$ cat config.mk
export PLATFORM = sky130hd
export DESIGN_NAME = x86div_fix
export DESIGN_NICKNAME = d
export VERILOG_FILES = /design/src/hw/rtl/x86div_pkg.sv /design/src/hw/rtl/x86div_fix.sv
export SDC_FILE = /design/constraint.sdc
export NUM_CORES = 1
export LEC_CHECK = 0
export ABC_CLOCK_PERIOD_IN_PS = 2300
export BUFFER_PORTS_ARGS = -buffer_cell sky130_fd_sc_hd__buf_2
export CAP_MARGIN = 20
export CORE_ASPECT_RATIO = 0.75
export CORE_MARGIN = 2
export CORE_UTILIZATION = 42
export CTS_CLUSTER_SIZE = 8
export DETAILED_ROUTE_END_ITERATION = 12
export PLACE_DENSITY = 0.75
export SYNTH_ARGS = -nofsm -noshare
export SYNTH_HDL_FRONTEND = slang
export SYNTH_SLANG_ARGS = --single-unit
$ cat constraint.sdc
create_clock -name clk_i -period 2.3 [get_ports clk_i]
set_input_delay 0.23 -clock clk_i [delete_from_list [all_inputs] [get_ports clk_i]]
set_output_delay 0.23 -clock clk_i [all_outputs]
set_load 0.02 [all_outputs]
$ cat src/hw/rtl/x86div_pkg.sv
// ----------------------------------------------------------------------------
// x86div_pkg: shared types for the pipelined 64-by-32 divider
// Request type codes, the per-item flag group and the fixed field width.
// ----------------------------------------------------------------------------
package x86div_pkg;

  // Width of every data field on the channels.
  localparam int unsigned FieldBits = 32;

  typedef enum logic {
    REQ_UNSIGNED = 1'b0,
    REQ_SIGNED   = 1'b1
  } req_type_e;

  // Flags that travel with an item down the pipeline.
  typedef struct packed {
    logic err;   // zero divisor or quotient overflow already known
    logic nneg;  // dividend is negative (signed divide)
    logic qneg;  // quotient must be negated (signed divide)
    logic sgn;   // signed divide
  } x86div_flags_t;

endpackage

$ cat src/hw/rtl/x86div_fix.sv
// ----------------------------------------------------------------------------
// x86div_fix: sign correction and result register
// Applies the result signs, checks the signed quotient range and selects the
// original words when a divide error is raised.
// ----------------------------------------------------------------------------
module x86div_fix
  import x86div_pkg::*;
#(
  parameter int unsigned WORD_BITS = 32
) (
  input  logic                 clk_i,
  input  logic                 rst_ni,
  input  logic                 in_valid_i,
  output logic                 in_ready_o,
  input  logic [WORD_BITS-1:0] rem_i,
  input  logic [WORD_BITS-1:0] quo_i,
  input  logic [WORD_BITS-1:0] hi_i,
  input  logic [WORD_BITS-1:0] lo_i,
  input  x86div_flags_t        flags_i,
  output logic                 out_valid_o,
  input  logic                 out_ready_i,
  output logic [FieldBits-1:0] quotient_o,
  output logic [FieldBits-1:0] remainder_o,
  output logic                 divide_error_o
);

  logic                 range_err, err;
  logic [WORD_BITS-1:0] q_fix, r_fix;
  logic                 valid_q, err_q;
  logic [FieldBits-1:0] quo_q, rem_q;

  always_comb begin
    // A negative quotient may reach the most negative word; a positive one
    // must stay below it.
    if (!flags_i.sgn) begin
      range_err = 1'b0;
    end else if (flags_i.qneg) begin
      range_err = quo_i[WORD_BITS-1] && (quo_i[WORD_BITS-2:0] != '0);
    end else begin
      range_err = quo_i[WORD_BITS-1];
    end
    err   = flags_i.err || range_err;
    q_fix = flags_i.qneg ? WORD_BITS'(~quo_i + WORD_BITS'(1)) : quo_i;
    r_fix = flags_i.nneg ? WORD_BITS'(~rem_i + WORD_BITS'(1)) : rem_i;
  end

  assign in_ready_o = !valid_q || out_ready_i;

  always_ff @(posedge clk_i or negedge rst_ni) begin
    if (!rst_ni) begin
      valid_q <= 1'b0;
    end else if (in_ready_o) begin
      valid_q <= in_valid_i;
    end
  end

  always_ff @(posedge clk_i) begin
    if (in_ready_o && in_valid_i) begin
      quo_q <= FieldBits'(err ? lo_i : q_fix);
      rem_q <= FieldBits'(err ? hi_i : r_fix);
      err_q <= err;
    end
  end

  assign out_valid_o    = valid_q;
  assign quotient_o     = quo_q;
  assign remainder_o    = rem_q;
  assign divide_error_o = err_q;

endmodule

# Yosys cells after proc, flatten, opt, wreduce, memory -nomap -nowiden
# Index checks and enable logic that the tools add are counted.
# word_totals
ff_bits	66
in_bits	136
wordCells	20
# classes
add_sub_neg	2
n_mux	6
bitwise_logic	2
n_reduce_logical	6
# op_table
cell	count
32-bit two-way mux	4
32-bit by 1-bit adder with 32-bit output (second input constant)	2
32-bit inverter	2
31-bit nonzero test	1
1-bit logical AND	2
1-bit logical OR	2
1-bit two-way mux	2
1-bit logical NOT	1

# Longest topological paths before layout
# depth
ltp_word	6
ltp_mapped	9
depth_no_buf	7

# Worst setup path before layout
# OpenSTA, ideal clock, no wires.
# synth_timing
path_type	register to register
startpoint	register valid_q, in the netlist out_valid_o
endpoint	register err_q, in the netlist divide_error_o, enable pin
setup_ns	0.430
arrival_ns	2.273
slack_ns	-0.403
path_stages_with_launch	3
synth_period_minus_slack_ns	2.703
path_cell_list	dfrtp_1 -> nand2b_1 -> and2_1
# synth_via
elab_chain_cells	3
# synth_rtl
item	line	source
from (decl)	x86div_fix.sv:29	logic valid_q, err_q;
from (signal assigned)	x86div_fix.sv:53	valid_q <= in_valid_i;
1-bit logical NOT	x86div_fix.sv:47	assign in_ready_o = !valid_q || out_ready_i;
1-bit logical OR	x86div_fix.sv:47	
net in_ready_o	x86div_fix.sv:14	output logic in_ready_o,
1-bit logical AND	x86div_fix.sv:58	if (in_ready_o && in_valid_i) begin
to (signal assigned)	x86div_fix.sv:61	err_q <= err;
to (decl)	x86div_fix.sv:29	
# The timed path passes the listed nets, and every way through them passes these cells.
# A chain may end at the register's enable or synchronous reset.

# Final worst setup path
# layout_timing
startpoint	input rem_i[1]
endpoint	register rem_q[28], in the netlist remainder_o[28], data pin
# layout_via
elab_chain_cells	4
# layout_rtl
item	line	source
from (decl)	x86div_fix.sv:15	input logic [WORD_BITS-1:0] rem_i,
32-bit inverter	x86div_fix.sv:44	r_fix = flags_i.nneg ? WORD_BITS'(~rem_i + WORD_BITS'(1)) : rem_i;
32-bit by 1-bit adder with 32-bit output	x86div_fix.sv:44	
32-bit two-way mux	x86div_fix.sv:44	
32-bit two-way mux	x86div_fix.sv:60	rem_q <= FieldBits'(err ? hi_i : r_fix);
to (signal assigned)	x86div_fix.sv:60	
to (decl)	x86div_fix.sv:30	logic [FieldBits-1:0] quo_q, rem_q;
# Every way passes these cells.

==> metrics.txt <==
# TYPE chip_impl_metric gauge
chip_impl_metric{name="skew",unit="ns"} 0.00847
chip_impl_info{name="cts_root_buf",value="clkbuf_16"} 1
chip_impl_metric{name="fin_setup_tns",unit="ns"} 0
chip_impl_metric{name="synth-edff-count",unit=""} 65
chip_impl_metric{name="area_of_the_placeable_core",unit="sq um"} 9660
chip_impl_metric{name="postSynthAreaPerCell",unit="sq um"} 9.97
chip_impl_info{name="synth_top_cells_by_area",value="edfxtp_1 47%, xor2_1 9.5%, o21ai_0 7.8%"} 1
chip_impl_metric{name="crit_required",unit="ns"} 2.37
chip_impl_metric{name="ys_async_sr_fraction",unit="%"} 1.52
chip_impl_metric{name="period_needed",unit="ns"} 2.11
chip_impl_metric{name="worst-path-buf-inv",unit=""} 2
chip_impl_metric{name="start_util",unit="%"} 43.1
chip_impl_metric{name="hold_ws",unit="ns"} 0.125
chip_impl_metric{name="boundaryPins",unit=""} 203
chip_impl_metric{name="parity_gate_share_of_the_synthesized_area_counting_xor_and_xnor_cells",unit="%"} 12.6
chip_impl_metric{name="port-buffer-count",unit=""} 202
chip_impl_metric{name="routed_wirelength",unit="mm"} 12.0
chip_impl_metric{name="weighted_congestion_reported_at_the_end_of_routability_driven_placement",unit=""} 0.865
chip_impl_metric{name="fmax",unit="MHz"} 474
chip_impl_info{name="dominantRegCellSynth",value="edfxtp_1"} 1
chip_impl_info{name="crit_slowest_cell",value="or4_4"} 1
chip_impl_metric{name="area.growth.synth_to_final",unit="%"} 42.0
chip_impl_info{name="cell_chain_critical_path",value="buf_2 -> inv_12 -> ha_4 -> or3b_4 -> or4_4 -> o41ai_2 -> xor2_1 -> o21ai_1"} 1
chip_impl_metric{name="p_clk_share",unit="%"} 39.9
chip_impl_metric{name="final_max_slew_viol_count",unit=""} 0
chip_impl_metric{name="cells_after_synth",unit=""} 417
chip_impl_metric{name="portion_of_synthesized_cell_area_occupied_by_the_leading_cell_type",unit="%"} 46.9
chip_impl_metric{name="dp.cells",unit=""} 766
chip_impl_metric{name="post_route_cell_area",unit="sq um"} 5910
chip_impl_metric{name="synthAdderAreaFrac",unit="%"} 0.602
chip_impl_info{name="yosysTopAreaCell",value="edfxtp_1"} 1
chip_impl_metric{name="drc",unit=""} 0
chip_impl_info{name="timing.critical_path.from_type",value="input pin"} 1
chip_impl_metric{name="cp.arrival",unit="ns"} 2.18
chip_impl_metric{name="globalRouteMet1Util",unit="%"} 32.7
chip_impl_metric{name="pwr-share-comb",unit="%"} 20.5
chip_impl_metric{name="layout.nets",unit=""} 784
chip_impl_metric{name="synth.cell_area",unit="sq um"} 4160
chip_impl_metric{name="seq_cells_post_synth",unit=""} 66
chip_impl_metric{name="synthesis.yosys.warnings",unit=""} 0
chip_impl_metric{name="yosys.area_share.simple",unit="%"} 16.1
chip_impl_metric{name="grtUsageMet3",unit="%"} 4.82
chip_impl_metric{name="n_antenna_cell",unit=""} 0
chip_impl_metric{name="die-height",unit="um"} 90.2
chip_impl_metric{name="grt_overflow_total",unit=""} 0
chip_impl_metric{name="yosysSeqAreaShare",unit="%"} 47.5
chip_impl_metric{name="drive_above_1_share",unit="%"} 43.0
chip_impl_metric{name="max_root_sink_buffers",unit=""} 2
chip_impl_metric{name="worst-slew-pin-transition",unit="ns"} 0.589
chip_impl_metric{name="cts_buffers",unit=""} 9
chip_impl_metric{name="drtAntennaViolNets",unit=""} 0
chip_impl_metric{name="pwr_density",unit="nW/um^2"} 626
chip_impl_metric{name="clock-sinks",unit=""} 66
chip_impl_info{name="globalRoute.busiestLayer",value="met2"} 1
chip_impl_metric{name="clock_network_latency_to_the_later_pin_of_the_worst_skew_pair",unit="ns"} 0.33
chip_impl_info{name="main_combinational_cell_family_by_area_after_synthesis",value="compound AO/OA/AOI/OAI gates"} 1
chip_impl_metric{name="synth_compound_area_share",unit="%"} 17.2
chip_impl_metric{name="timing.final.hold_violations",unit=""} 0
chip_impl_metric{name="ys_types",unit=""} 42
chip_impl_metric{name="via_count_of_the_first_global_routing_pass",unit=""} 3961
chip_impl_metric{name="all_layer_gr_usage",unit="%"} 22.6
chip_impl_metric{name="detailedPlacementHpwl",unit="mm"} 9.20
chip_impl_metric{name="clk_pin_slew",unit="ns"} 0.06
chip_impl_metric{name="critical_path.max_stage_delay",unit="ns"} 0.60
chip_impl_metric{name="muxShareOfSynthArea",unit="%"} 2.11
chip_impl_metric{name="finalSetupViolations",unit=""} 0
chip_impl_metric{name="cellLeakagePower",unit="nW"} 2.52
chip_impl_metric{name="global_route_wire_length_before_repair",unit="mm"} 19.4
chip_impl_metric{name="power_frac_seq",unit="%"} 39.5
chip_impl_metric{name="dr.pass1.iters",unit=""} 5
chip_impl_metric{name="post-cts-setup-buffers",unit=""} 0
chip_impl_metric{name="synth_fp_nets",unit=""} 555
chip_impl_metric{name="via_per_inst",unit=""} 5.20
chip_impl_metric{name="final_util",unit="%"} 61.2
chip_impl_info{name="synth_most_common_cell",value="nand2_1"} 1
chip_impl_metric{name="dr_total_vias",unit=""} 4073
chip_impl_metric{name="power.ir.vdd_worst",unit="mV"} 0.466
chip_impl_metric{name="placedInstanceArea",unit="sq um"} 5580
chip_impl_metric{name="drtIter0Drc",unit=""} 327
chip_impl_info{name="synth_top_cells_by_count",value="70 x nand2_1, 65 x edfxtp_1, 65 x o21ai_0, 45 x xor2_1, 17 x clkbuf_1"} 1
chip_impl_metric{name="cts-htree-levels",unit=""} 3
chip_impl_metric{name="timing.critical_path.fanout_max",unit=""} 8
chip_impl_metric{name="rows",unit=""} 31
chip_impl_info{name="tritoncts_clock_tree",value="done"} 1
chip_impl_metric{name="post_layout_nonfiller_instances",unit=""} 783
chip_impl_info{name="outcome",value="finished clean"} 1
chip_impl_metric{name="switching_share",unit="%"} 26.1
chip_impl_info{name="worst-setup-path-type",value="input pin to flip-flop"} 1
chip_impl_metric{name="switching_power",unit="uW"} 966
chip_impl_info{name="crit_family",value="simple AND/OR/NAND/NOR gates"} 1
chip_impl_metric{name="internal-power",unit="mW"} 2.73
chip_impl_metric{name="dieWidth",unit="um"} 119
chip_impl_info{name="rsz0062_at_grt",value="no"} 1
chip_impl_info{name="worstHoldPathType",value="input pin to flip-flop"} 1
chip_impl_metric{name="max_slew_margin",unit="%"} 60.3
chip_impl_metric{name="antenna_found_initial",unit=""} 0
chip_impl_metric{name="grt_start_max_net_pins",unit=""} 66
chip_impl_info{name="setup.worst_path.end_class",value="flip-flop"} 1
chip_impl_metric{name="met2_usage",unit="%"} 34.2
chip_impl_metric{name="design.die.area",unit="sq um"} 10700
chip_impl_metric{name="detail_route.wl_per_cell",unit="um"} 15.3
chip_impl_metric{name="drv.max_cap_violation_count",unit=""} 0
chip_impl_metric{name="fin_crit_sh",unit="%"} 91.7
placed cells by master (no fill, tap or decap), types with 4 or more instances in the layout:
cell type  count
inv_1          6
xnor2_1       15
mux2_2         6
buf_2        202
buf_4         36
or4_1          8
nand3_1        5
o21ai_0       65
nor4_1        13
xor2_1        45
nor2_1         8
edfxtp_1      65
or2_2          6
o31ai_1       15
o41ai_1       16
a21oi_1        7
or3_1          6
nor3_1         4
nand2_1       70
clkbuf_16      9
cell type report:
| class | instances | area [sq um] |
|---|---|---|
| clock buffer | 11 | 243 |
| timing repair buffer | 242 | 1350 |
| inverter | 8 | 47.5 |
| clock inverter | 5 | 77.6 |
| multi-input combinational | 319 | 2050 |
| tap | 132 | 165 |
| sequential | 66 | 1980 |
| fill | 832 | 3750 |
metal layers:
metal,part of all wire [%],vias up
li1,-,2015
met1,48,1892
met2,45,151
met3,6.3,15
met4,1.4,0
met5,0,-
path summary, 6_finish.rpt:
check | cells after the start | end | startpoint | slack (ns)
max | 8 | remainder_o[28]$_DFFE_PP_ | rem_i[1] | 0.19
min | 2 | out_valid_o$_DFFE_PN0N_ | in_valid_i | 0.13
max reg2reg | 3 | remainder_o[6]$_DFFE_PP_ | out_valid_o$_DFFE_PN0N_ | 0.96
min reg2reg | 2 | out_valid_o$_DFFE_PN0N_ | out_valid_o$_DFFE_PN0N_ | 0.55
max in group asynchronous | 2 | out_valid_o$_DFFE_PN0N_ | rst_ni | 2.01
min in group asynchronous | 2 | out_valid_o$_DFFE_PN0N_ | rst_ni | 0.21
state kept, by name, indices dropped and copies added, names as in the netlist:
register / count
out_valid_o: 1
remainder_o: 32
divide_error_o: 1
quotient_o: 32
logic make-up (layout without fill, tap and decap cells):
group	Yosys count	in the layout
adder cells (fa/ha/maj)	2	2
flip-flops	66	66
multiplexers	8	8
AND/OR/NAND/NOR	135	135
AO/OA/AOI/OAI	114	114
buffers and inverters	32	266
XOR/XNOR	60	60
timing repair:
item / CTS / global route
gates resized for setup: 0 / 0
hold buffers: 1 / 0
endpoints found under the hold margin: 1 / 0
power groups by stage:
stage	logic (mW)	clock network (mW)	registers (mW)
global placement	0.743	0	1.48
detailed placement	0.757	0	1.48
CTS	0.761	1.51	1.46
finish	0.758	1.48	1.46
global route	0.832	1.55	1.47
floorplan	0.291	0	1.60
per-stage QoR:
step | total power, mW | setup slack [ns]
2_1_floorplan | 1.89 | -0.0332
3_3_place_gp | 2.23 | -0.129
3_5_place_dp | 2.24 | -0.134
4_1_cts | 3.73 | 0.206
5_1_grt | 3.85 | 0.0657
6_report | 3.69 | 0.190
Note: power is estimated with default switching activity, not from simulation.
