`src/hw/rtl/x86div_pkg.sv`:
```
// ----------------------------------------------------------------------------
// x86div_pkg: shared types for the pipelined 64-by-32 divider
// Request type codes, the per-item flag group and the fixed field width.
// ----------------------------------------------------------------------------
package x86div_pkg;

  // Width of every data field on the channels.
  localparam int unsigned FieldBits = 32;

  typedef enum logic {
    REQ_UNSIGNED = 1'b0,
    REQ_SIGNED   = 1'b1
  } req_type_e;

  // Flags that travel with an item down the pipeline.
  typedef struct packed {
    logic err;   // zero divisor or quotient overflow already known
    logic nneg;  // dividend is negative (signed divide)
    logic qneg;  // quotient must be negated (signed divide)
    logic sgn;   // signed divide
  } x86div_flags_t;

endpackage

```
`src/hw/rtl/x86div_step.sv`:
```
// ----------------------------------------------------------------------------
// x86div_step: one restoring-division iteration stage
// Shifts one dividend bit into the partial remainder, subtracts the divisor
// when it fits and shifts the quotient bit in at the bottom.
// ----------------------------------------------------------------------------
module x86div_step
  import x86div_pkg::*;
#(
  parameter int unsigned WORD_BITS = 32
) (
  input  logic                 clk_i,
  input  logic                 rst_ni,
  input  logic                 in_valid_i,
  output logic                 in_ready_o,
  input  logic [WORD_BITS-1:0] rem_i,
  input  logic [WORD_BITS-1:0] sh_i,
  input  logic [WORD_BITS-1:0] dmag_i,
  input  logic [WORD_BITS-1:0] hi_i,
  input  logic [WORD_BITS-1:0] lo_i,
  input  x86div_flags_t        flags_i,
  output logic                 out_valid_o,
  input  logic                 out_ready_i,
  output logic [WORD_BITS-1:0] rem_o,
  output logic [WORD_BITS-1:0] sh_o,
  output logic [WORD_BITS-1:0] dmag_o,
  output logic [WORD_BITS-1:0] hi_o,
  output logic [WORD_BITS-1:0] lo_o,
  output x86div_flags_t        flags_o
);

  logic [WORD_BITS:0]   trial, diff;
  logic                 qbit;
  logic [WORD_BITS-1:0] rem_d, sh_d;
  logic                 valid_q;
  logic [WORD_BITS-1:0] rem_q, sh_q, dmag_q, hi_q, lo_q;
  x86div_flags_t        flags_q;

  always_comb begin
    trial = {rem_i, sh_i[WORD_BITS-1]};
    diff  = trial - {1'b0, dmag_i};
    qbit  = (trial >= {1'b0, dmag_i});
    rem_d = qbit ? diff[WORD_BITS-1:0] : trial[WORD_BITS-1:0];
    sh_d  = {sh_i[WORD_BITS-2:0], qbit};
  end

  assign in_ready_o = !valid_q || out_ready_i;

  always_ff @(posedge clk_i or negedge rst_ni) begin
    if (!rst_ni) begin
      valid_q <= 1'b0;
    end else if (in_ready_o) begin
      valid_q <= in_valid_i;
    end
  end

  always_ff @(posedge clk_i) begin
    if (in_ready_o && in_valid_i) begin
      rem_q   <= rem_d;
      sh_q    <= sh_d;
      dmag_q  <= dmag_i;
      hi_q    <= hi_i;
      lo_q    <= lo_i;
      flags_q <= flags_i;
    end
  end

  assign out_valid_o = valid_q;
  assign rem_o       = rem_q;
  assign sh_o        = sh_q;
  assign dmag_o      = dmag_q;
  assign hi_o        = hi_q;
  assign lo_o        = lo_q;
  assign flags_o     = flags_q;

endmodule

```
`config.mk`:
```
export PLATFORM = sky130hd
export DESIGN_NAME = x86div_step
export DESIGN_NICKNAME = d
export VERILOG_FILES = /design/src/hw/rtl/x86div_pkg.sv /design/src/hw/rtl/x86div_step.sv
export SDC_FILE = /design/constraint.sdc
export NUM_CORES = 1
export LEC_CHECK = 0
export BUFFER_PORTS_ARGS = -buffer_cell sky130_fd_sc_hd__buf_2
export CAP_MARGIN = 40
export CELL_PAD_IN_SITES_DETAIL_PLACEMENT = 0
export CELL_PAD_IN_SITES_GLOBAL_PLACEMENT = 1
export CORE_ASPECT_RATIO = 0.6
export CORE_MARGIN = 5
export CORE_UTILIZATION = 36
export DETAILED_ROUTE_END_ITERATION = 16
export HOLD_SLACK_MARGIN = 0.1
export PLACE_DENSITY = 0.89
export SYNTH_ARGS = -nofsm -noshare
export SYNTH_HDL_FRONTEND = slang
export SYNTH_SLANG_ARGS = --single-unit
```
`constraint.sdc`:
```
create_clock -name clk_i -period 6.72 [get_ports clk_i]
set_clock_uncertainty 0.05 [all_clocks]
set_input_delay 0.336 -clock clk_i [delete_from_list [all_inputs] [get_ports clk_i]]
set_output_delay 0.336 -clock clk_i [all_outputs]
set_load 0.02 [all_outputs]
```
After elaboration in Yosys (flattened, before gate mapping). Index checks and enable logic that the tools add are counted.

Memory bits (read-only): 0. Register bits after elaboration: 165. Input port bits: 168. Bits in latches: 0. Memories: 0. Memory bits (writable): 0.

Add/subtract/negate cells: 1. Multipliers: 0. Shift-type cells: 0. Equal/unequal tests: 0. Bitwise operators: 0. Divide/modulo/power cells: 0. Magnitude comparators: 1. Multiplexer cells: 1. Reduce and logical (&&, ||, !) cells: 3.

Operators with widths (count): $ge 33x32->1 (1); $mux 32 (1); $sub 32x32->32 (1); $logic_and 1x1->1 (1); $logic_not 1->1 (1); $logic_or 1x1->1 (1).

Logic depth before layout (Yosys ltp). Gate-level depths: netlist (run 1).

Depth after elaboration: 3. Depth in mapped cells: 13. Gate-level depth less buffers: 12.

Worst setup path after synthesis (run 1). Ideal clock, no wire load.

Path kind: register to register. Start point: reg valid_q (netlist: out_valid_o). End point: reg dmag_q[0] (netlist: dmag_o[0]) (enable). Arrival time: 4.492 ns. Clock period less this slack: 5.086 ns. Stages on the path, launching flop included: 3. Data required time: 6.127 ns. Path buffers: 0. Setup slack: 1.634 ns. Cell sequence: dfrtp_1 -> nand2b_1 -> and2_1.

Word-level cells in the longest chain between the ends: 3.

RTL lines: start: declaration (line x86div_step.sv:34) `logic valid_q;`; start signal: assignment (line x86div_step.sv:52) `valid_q <= in_valid_i;`; $logic_not 1->1 (line x86div_step.sv:46) `assign in_ready_o = !valid_q || out_ready_i;`; $logic_or 1x1->1 (line x86div_step.sv:46); net in_ready_o (line x86div_step.sv:14) `output logic in_ready_o,`; $logic_and 1x1->1 (line x86div_step.sv:57) `if (in_ready_o && in_valid_i) begin`; end signal: assignment (line x86div_step.sv:60) `dmag_q <= dmag_i;`; end: declaration (line x86div_step.sv:35) `logic [WORD_BITS-1:0] rem_q, sh_q, dmag_q, hi_q, lo_q;`.

The timed path passes the listed nets, and every way through them passes these cells. A chain may end at the register's enable or synchronous reset.

Final worst setup path (run 1).
Start point: in dmag_i[16]. End point: reg rem_q[3] (netlist: rem_o[3]) (data pin).

Word-level cells in the longest chain between the ends: 2.

RTL lines: start: declaration (line x86div_step.sv:17) `input logic [WORD_BITS-1:0] dmag_i,`; $ge 33x32->1 (line x86div_step.sv:41) `qbit = (trial >= {1'b0, dmag_i});`; $mux 32 (line x86div_step.sv:42) `rem_d = qbit ? diff[WORD_BITS-1:0] : trial[WORD_BITS-1:0];`; net rem_d[3] (line x86div_step.sv:33) `logic [WORD_BITS-1:0] rem_d, sh_d;`; end signal: assignment (line x86div_step.sv:58) `rem_q <= rem_d;`; end: declaration (line x86div_step.sv:35).

The timed path passes the listed nets, and every way through them passes these cells.

==> results by stage, run 1 <==
Synth:
- Of the total synthesized cell area, the portion taken by full adders, half adders and majority gates is 0.0586.
- Ranked by total cell area, the synthesized netlist is headed by sky130_fd_sc_hd__edfxtp_1, sky130_fd_sc_hd__ha_1, sky130_fd_sc_hd__a21oi_1, sky130_fd_sc_hd__inv_1, sky130_fd_sc_hd__nor2_1.
- Of the post-synthesis cell area, the part taken by muxes is 0.0171.
- Yosys mapped a number of flops with a built-in enable equal to 164.
- The share of the yosys chip area belonging to registers is 0.690.
- A synthesized cell averages approximately 14 sq um.
- The number of different library cells used by synthesis comes to slightly below 50.
- The synthesized-area fraction occupied by ao, oa, aoi and oai cells was 0.102.
- The number of synthesis warnings is 0.
- The combinational family with the most area after synthesis is compound AO/OA/AOI/OAI gates.
- In this run, synthesis produced a sequential element count of between 150 and 200.
- The synthesized instance count is 513.
- The cell type with the highest aggregate area in the netlist is sky130_fd_sc_hd__edfxtp_1.
- The share of async-settable or async-resettable flops after synthesis is 0.00606.
- Counting every net in the synthesized netlist gives approximately 710.
- The post-synthesis instance area is 7180 sq um.
- In the synthesized netlist the dominant register cell turns out to be sky130_fd_sc_hd__edfxtp_1.
- Of the total synthesized cell area, the portion taken by XOR and XNOR cells is 0.0329.
- The top-area cell type share of the netlist area is 0.686.
- Of the total synthesized cell area, the portion taken by AND, OR, NAND and NOR gates is 0.0675.

Placed design:
- During placement, the flow inserted port buffers numbering around 330.
- The placed standard-cell area is around 9200 sq um.
- The post-detailed-placement half-perimeter wirelength is 15.3 mm.
- The congestion estimate from routability-driven global placement came to approximately 0.8.
- In this run, placement finished with an instance count of approximately 1100.

CTS:
- After clock tree synthesis, the clock-pin slew on the worst setup and hold paths is around 0.07 ns.
- The tree built by TritonCTS fans out to ~170 sinks.
- The clock passes through at most 2 buffers.
- TritonCTS built the clock tree.
- The number of H-tree levels is 4.
- The clock insertion delay at the later pin of the skew report is 0.42 ns.
- In this run, post-CTS repair resized a total of 0 instances.
- The root cell of the clock tree is sky130_fd_sc_hd__clkbuf_16.
- TritonCTS created 17 clock buffers.
- The count of buffers added by post-CTS timing repair for setup is 0.

Floorplanning:
- The standard-cell row count is 40.
- 334 I/O pins were placed.
- The area enclosed by the die boundary is approximately 23000 sq um.
- The region available for standard cell placement spans ~20000 sq um.
- The die is about 120 microns tall.
- For this configuration, the core starts out at a cell density of 0.362.
- The die is about 190 microns wide.

Global routing:
- The pin count of the biggest net entering global routing is slightly above 70.
- The initial antenna violation count is 0.
- The total congestion overflow after global routing is 0.
- The number of global-route vias before repair came to ~6000.
- In the global route stage, overall resource usage came out at 0.187.
- The first global-routing pass estimated roughly 33 mm of wire.

Finish:
- Once layout is done, the placed cells without fillers occupy between 10000 and 15000 sq um.
- The non-filler instance count after layout is between 1000 and 1500.
- The final layout net count is between 1000 and 1500.
- In the layout the commonest cells are sky130_fd_sc_hd__buf_2, sky130_fd_sc_hd__edfxtp_1, sky130_fd_sc_hd__dlygate4sd3_1.
- Of the cells placed in the final design, the portion with a size suffix greater than 1 is 0.379.
- The area added between synthesis and finish is 53.9%.
- The number of antenna diodes in the final layout is 0.
- At the end of the flow the core is filled with cells to 0.558.
- The most common cell after layout, fill and taps aside is sky130_fd_sc_hd__buf_2.

Critical path:
- The largest fanout on the critical path is 40.
- The kind of start point of the critical path is an input port.
- The critical path is of the input port to flip-flop type.
- For the worst setup path, the data arrival time is about 4.4 ns.
- STA classifies the critical path endpoint as a flip-flop.
- The critical path required time is around 6.9 ns.
- In this run the worst setup path begins at dmag_i[16].
- The worst reg2reg path startpoint is out_valid_o.

Timing:
- The max-slew violation count is 0.
- The slew at the pin closest to its max-slew limit is 0.717 ns.
- The final critical delay including setup and external delays is about 4.3 ns.
- The total of endpoints with negative setup slack in the final report is 0.
- In the final timing run, aggregate negative setup slack is 0 ns.
- The final hold violation count is 0.
- Setup repair after global routing left no endpoint under its margin.
- For this run, the top clock speed supported by timing is 234 MHz.
- Dividing the final minimum period by the clock period gives 0.636.
- The headroom to the max-slew limit is 0.522.

Detailed routing:
- The first TritonRoute pass finished after 5 iterations.
- Dividing the detail-routed wire length by the instance count gives 17.4 microns.
- The detailed-route wire length is between 20 and 25 mm.
- Once detail routing completed, the nets flagged for antenna violations numbered 0.
- For this run, design rule violations remaining after detail routing come to 0.
- The initial detailed-routing violation count is roughly 260.
- The overall via count from detail_route is about 5900.
- In the routed layout, each cell is associated on average with a via count of between 4 and 5.

Run status:
- The flow ran to the end, and the final reports show no timing, DRC or antenna violations.

Pwr:
- The highest ir drop seen on vdd is about 0.14 mV.
- Power spread over the standard cell area amounts to 243 nW/um^2.
- Summed over all cells, the static leakage comes to between 4 and 5 nW.

Run:
- Max-cap violations in this run came to 0.

Min path:
- The type of the tightest min-delay check is input port to flip-flop.
- In this run the most critical hold path is launched from rem_i[12].
==> kinds of logic after synthesis <==
logic type	count (synthesis)
XOR/XNOR	27
buffers and inverters	56
AO/OA/AOI/OAI	119
multiplexers	11
adder cells (fa/ha/maj)	33
AND/OR/NAND/NOR	102
flip-flops	165
==> worst paths after layout <==
check / end / slack (ns) / cells after the start
worst min-delay path: rem_o[13] / 0.17 / 2
worst max-delay path: rem_o[3] / 2.44 / 13
worst min register to register: out_valid_o / 0.53 / 2
worst max register to register: rem_o[0] / 4.81 / 4
max in group asynchronous: out_valid_o / 6.35 / 2
min in group asynchronous: out_valid_o / 0.19 / 2
==> metrics by stage <==
stage	hold WS [ns]	setup slack (ns)	power, mW
2_1_floorplan	-0.00959	1.63	1.56
3_3_place_gp	0.0611	2.63	1.72
3_5_place_dp	0.0628	2.53	1.73
4_1_cts	0.141	2.45	2.70
5_1_grt	0.156	2.25	2.81
6_report	0.169	2.44	2.68
==> power breakdown <==
group | leakage (nW) | internal [mW] | switching [mW]
Sequential | 1.57 | 1.22 | 0.0165
Combinational | 2.94 | 0.228 | 0.308
Clock | 0.263 | 0.484 | 0.426
Total | 4.78 | 1.93 | 0.751
==> layout make-up <==
class / instances / area (sq um)
Timing Repair Buffer: 470 / 3070
Sequential cell: 165 / 4950
Inverter: 38 / 143
Clock buffer: 18 / 429
Multi-Input combinational cell: 292 / 2000
Clock inverter: 14 / 121
Fill cell: 1638 / 8770
Tap cell: 273 / 342
==> state kept, by name, summed over array words and instances, names as in the netlist <==
signal,count
dmag_o,32
hi_o,32
lo_o,32
rem_o,32
sh_o,32
flags_o,4
out_valid_o,1
==> layer usage <==
metal / track usage / share of wire / wire length [microns] / vias to the layer above
met1: 0.235 / 0.41 / 9160 / 2818
met3: 0.0542 / 0.077 / 1710 / 25
met5: 0 / 0 / 0 / -
li1: - / - / - / 2860
met4: 0.0463 / 0.013 / 290 / 0
met2: 0.319 / 0.49 / 10900 / 205
==> Yosys cell counts (all sizes together), types with 5 or more instances <==
cell and instances:
edfxtp 164, a21oi 56, inv 38, nor2 35
ha 32, nand2 26, o21ai 18, xnor2 15
a21o 12, xor2 12, buf 11, mux2 10
nand3 8, nand4 8, clkbuf 7, o21a 6
a31oi 5, nand2b 5
==> worst max-delay path, cell delays in order <==
cell and delay, ns:
sky130_fd_sc_hd__dlygate4sd3_1 0.53, sky130_fd_sc_hd__buf_2 0.14, sky130_fd_sc_hd__inv_1 0.05, sky130_fd_sc_hd__ha_1 0.40, sky130_fd_sc_hd__nand4_1 0.23, sky130_fd_sc_hd__or4_1 0.51
sky130_fd_sc_hd__a21oi_1 0.13, sky130_fd_sc_hd__nor3_1 0.09, sky130_fd_sc_hd__a211oi_2 0.25, sky130_fd_sc_hd__o21ai_2 0.17, sky130_fd_sc_hd__o31ai_4 0.66, sky130_fd_sc_hd__buf_4 0.51
sky130_fd_sc_hd__mux2_2 0.38
==> repair_timing <==
| action | CTS | global route |
|---|---|---|
| hold buffers | 133 | 0 |
| endpoints found under the setup margin | 0 | 0 |
| hold endpoints to repair | 133 | 0 |
Note: power is estimated with default switching activity, not from simulation.
==> run 2: changes to the inputs <==
==> constraint.sdc (replaced) <==
create_clock -name clk_i -period 4.07 [get_ports clk_i]
set_clock_uncertainty 0.05 [all_clocks]
set_input_delay 0.2035 -clock clk_i [delete_from_list [all_inputs] [get_ports clk_i]]
set_output_delay 0.2035 -clock clk_i [all_outputs]
set_load 0.02 [all_outputs]
==> results by stage, run 2 (synthesized netlist as in run 1, its figures left out) <==
CTS:
- The clock tree buffer depth came to 2 (unchanged).
- The count of buffers added by post-CTS timing repair for setup is 0 (unchanged).
- The number of instances resized during post-cts repair is 0 (unchanged).
- The clock insertion delay at the later pin of the skew report was 0.42 ns (about the same).
- The clock-pin slew reported for the worst setup and hold paths after clock tree synthesis came to 0.06 ns (about the same).
- The root cell of the clock tree is sky130_fd_sc_hd__clkbuf_16.
- The number of H-tree levels is 4 (unchanged).
- The number of hold buffers added after cts came to 165 (+24%).
- The number of buffers added by the clock tree synthesis step is 17 (unchanged).
- The clock sink total came to 165 (unchanged).
- TritonCTS built the clock tree.

Finish:
- The final layout net count is 1218 (+2.8%).
- The area occupied by multi-input gates was 2000 sq um (unchanged).
- The filler cell count in the final layout is 1654 (+0.98%).
- Leaving out fill and tap cells, the most frequent cells in the layout are sky130_fd_sc_hd__buf_2, sky130_fd_sc_hd__dlygate4sd3_1, sky130_fd_sc_hd__edfxtp_1.
- The area occupied by registers was 4950 sq um (unchanged).
- The share of layout cells above drive strength 1 came to 0.366 (-0.0131).
- The most common cell after layout, fill and taps aside is sky130_fd_sc_hd__buf_2.
- Relative to the synthesized area, the layout overhead comes to 58.1%.
- The non-filler instance count after layout is 1304 (+2.7%).

Critical path:
- The critical path buffer and inverter count came to 3 (-1).
- In this run the critical register-to-register path is captured at rem_o[31].
- The arrival time of the worst setup path is 3.74 ns (-0.66 ns).
- The largest fanout on the critical path came to 4 (-90%).
- The start-to-end type of the worst setup path is input port to flip-flop.
- The worst stage delay on the critical path was 0.53 ns (-0.13 ns).
- The startpoint identified for the worst register-to-register timing path is out_valid_o.
- The worst setup path is launched from an input port.
- The most prevalent standard cell on the critical path is sky130_fd_sc_hd__a21oi_1.
- The register-to-register setup slack was 2.02 ns (-2.79 ns).
- The instance count on the critical path was 14 (+1).
- The master of the slowest instance on the critical path is sky130_fd_sc_hd__dlygate4sd3_1.
- Traced cell by cell, the critical path runs through dlygate4sd3_1 -> buf_2 -> inv_1 -> ha_1 -> fa_1 -> nand2b_1 -> a21oi_1 -> o21ai_0 -> o311a_1 -> a31oi_1 -> a21oi_1 -> o41ai_1 -> xor2_1 -> mux2_1.
- The cell depth of the worst flop-to-flop path came to 3 (-1).
- The kind of capture point of the worst setup path is a flip-flop.
- The dominant delay contributor by cell family on the critical path is compound AO/OA/AOI/OAI gates.
- The critical path ends at rem_o[30].
- The critical path required time was 4.20 ns (-2.65 ns).
- The most critical setup path has its startpoint at sh_i[31].

Detailed routing:
- The uppermost layer routed is met4.
- The met1 layer wirelength in the final routing is 9.40 mm (+2.6%).
- The total length of routed met3 wires came to 1.67 mm (-2.0%).
- The average vias per placed instance is 4.62 (-0.65%).
- The overall via count from detail_route is 6027 (+2.0%).
- The first-pass detailed-route iteration total came to 5 (unchanged).
- The detailed-route wire length is 22.9 mm (+3.6%).
- The initial detailed-routing violation count is 322 (+24%).
- The remaining number of nets flagged by the antenna check after routing is 0 (unchanged).
- The average detailed-routed wire length per instance came to 17.5 microns (+0.93%).
- The total met2 wirelength after detailed routing is 11.2 mm (+2.4%).
- The number of remaining DRC errors is 0 (unchanged).

Floorplanning:
- The standard-cell row count came to 40 (unchanged).
- The chip width came to 192 microns (unchanged).
- The die height is 119 microns (unchanged).
- The core outline area is 19800 sq um (unchanged).
- The initial standard-cell utilization of the core was 0.362 (unchanged).
- The number of placed I/O pins was 334 (unchanged).
- The area enclosed by the die boundary was 23000 sq um (unchanged).

Timing:
- Setup repair after global routing left no endpoint under its margin.
- The final critical delay including setup and external delays is 3.61 ns.
- The slew at the pin closest to its max-slew limit is 0.764 ns (+0.0473 ns).
- The total negative slack for setup checks was 0 ns (unchanged).
- Static timing analysis puts the maximum clock frequency at 277 MHz.
- The max-slew violation count is 0 (unchanged).
- The total of endpoints with negative setup slack in the final report was 0 (unchanged).
- The headroom to the max-slew limit is 0.490 (-0.0316).
- Dividing the final minimum period by the clock period gives 0.888.
- The final hold violation count is 0 (unchanged).

Placed design:
- The final RePlAce weighted congestion is 0.823 (+1.2%).
- The number of cells after detailed placement is 1106 (+0.090%).
- The post-detailed-placement half-perimeter wirelength came to 15.4 mm (+0.50%).
- The number of buffers added on ports is 333 (unchanged).

Min path:
- The type of the tightest min-delay check is input port to flip-flop.

Run:
- The max-cap violation count is 0 (unchanged).

Global routing:
- The number of global-route vias before repair is 6409 (+6.9%).
- The pin count of the biggest net entering global routing is 68 (-5.6%).
- The total congestion overflow after global routing is 0 (unchanged).
- The initial antenna violation count is 1 (+1).
- The wire length of the first global-routing pass is 34.7 mm (+4.8%).
- The total global-route track usage is 0.196 (+0.00848).

Run status:
- The run finished with clean final reports.

Pwr:
- The highest ir drop seen on vdd is 0.300 mV (+110%).
- The power per cell area is 391 nW/um^2 (+61%).
- The standby leakage power was 4.91 nW (+2.8%).
==> run 2: changes by cell type in the layout (fill, tap and decap cells not counted), sizes merged <==
cell	change
clkbuf	+2
diode	+1
inv	-1
clkinvlp	-3
dlygate4sd3	+32
buf	+1
clkinv	+2
==> run 2: worst min-delay path by stage <==
stage / from / to / slack (ns) / cells after the start
2_1_floorplan: rst_ni / out_valid_o / -0.14 / 0
3_3_place_gp: rst_ni / out_valid_o / -0.07 / 1
3_5_place_dp: rst_ni / out_valid_o / -0.06 / 1
4_1_cts: rem_i[28] / rem_o[29] / 0.11 / 3
5_1_grt: rem_i[28] / rem_o[29] / 0.13 / 3
6_report: rem_i[28] / rem_o[29] / 0.14 / 3
==> run 2: report_power, final <==
part	internal, mW	switching, mW	leakage (nW)	total (mW)
Clock	0.792	0.691	0.263	1.48
Combinational	0.396	0.515	3.07	0.911
Sequential	2.02	0.0279	1.57	2.04
==> run 2: through the flow <==
stage | worst slack, ns | hold WS [ns] | util | power, mW | instance area [sq um]
after floorplan | 0.807 | -0.142 | - | 2.57 | 7180
after global placement | 0.785 | -0.0719 | 0.462 | 2.85 | 9160
after detailed placement | 0.598 | -0.0619 | 0.462 | 2.86 | 9160
after CTS | 0.485 | 0.113 | 0.572 | 4.46 | 11300
after global routing | 0.252 | 0.132 | 0.573 | 4.64 | 11300
final | 0.456 | 0.136 | 0.573 | 4.44 | 11300
==> run 2: area by class of cell <==
cell class                      count  share of cell area
Inverter                           38              0.0126
Tap cell                          273              0.0301
Multi-Input combinational cell    292               0.176
Clock buffer                       20              0.0385
Timing Repair Buffer              503               0.298
Clock inverter                     12             0.00838
Antenna cell                        1            0.000221
Sequential cell                   165               0.436
==> run 2: tightest hold or removal path, stage by stage <==
cell,delay [ns]
sky130_fd_sc_hd__buf_2,0.11
sky130_fd_sc_hd__inv_1,0.05
sky130_fd_sc_hd__o22ai_1,0.08
==> run 2: per-layer routing <==
metal  global-route usage  up-vias
li1                     -     2930
met1                0.240     2818
met2                0.326      235
met3               0.0565       44
met4               0.0770        0
met5                    0        -
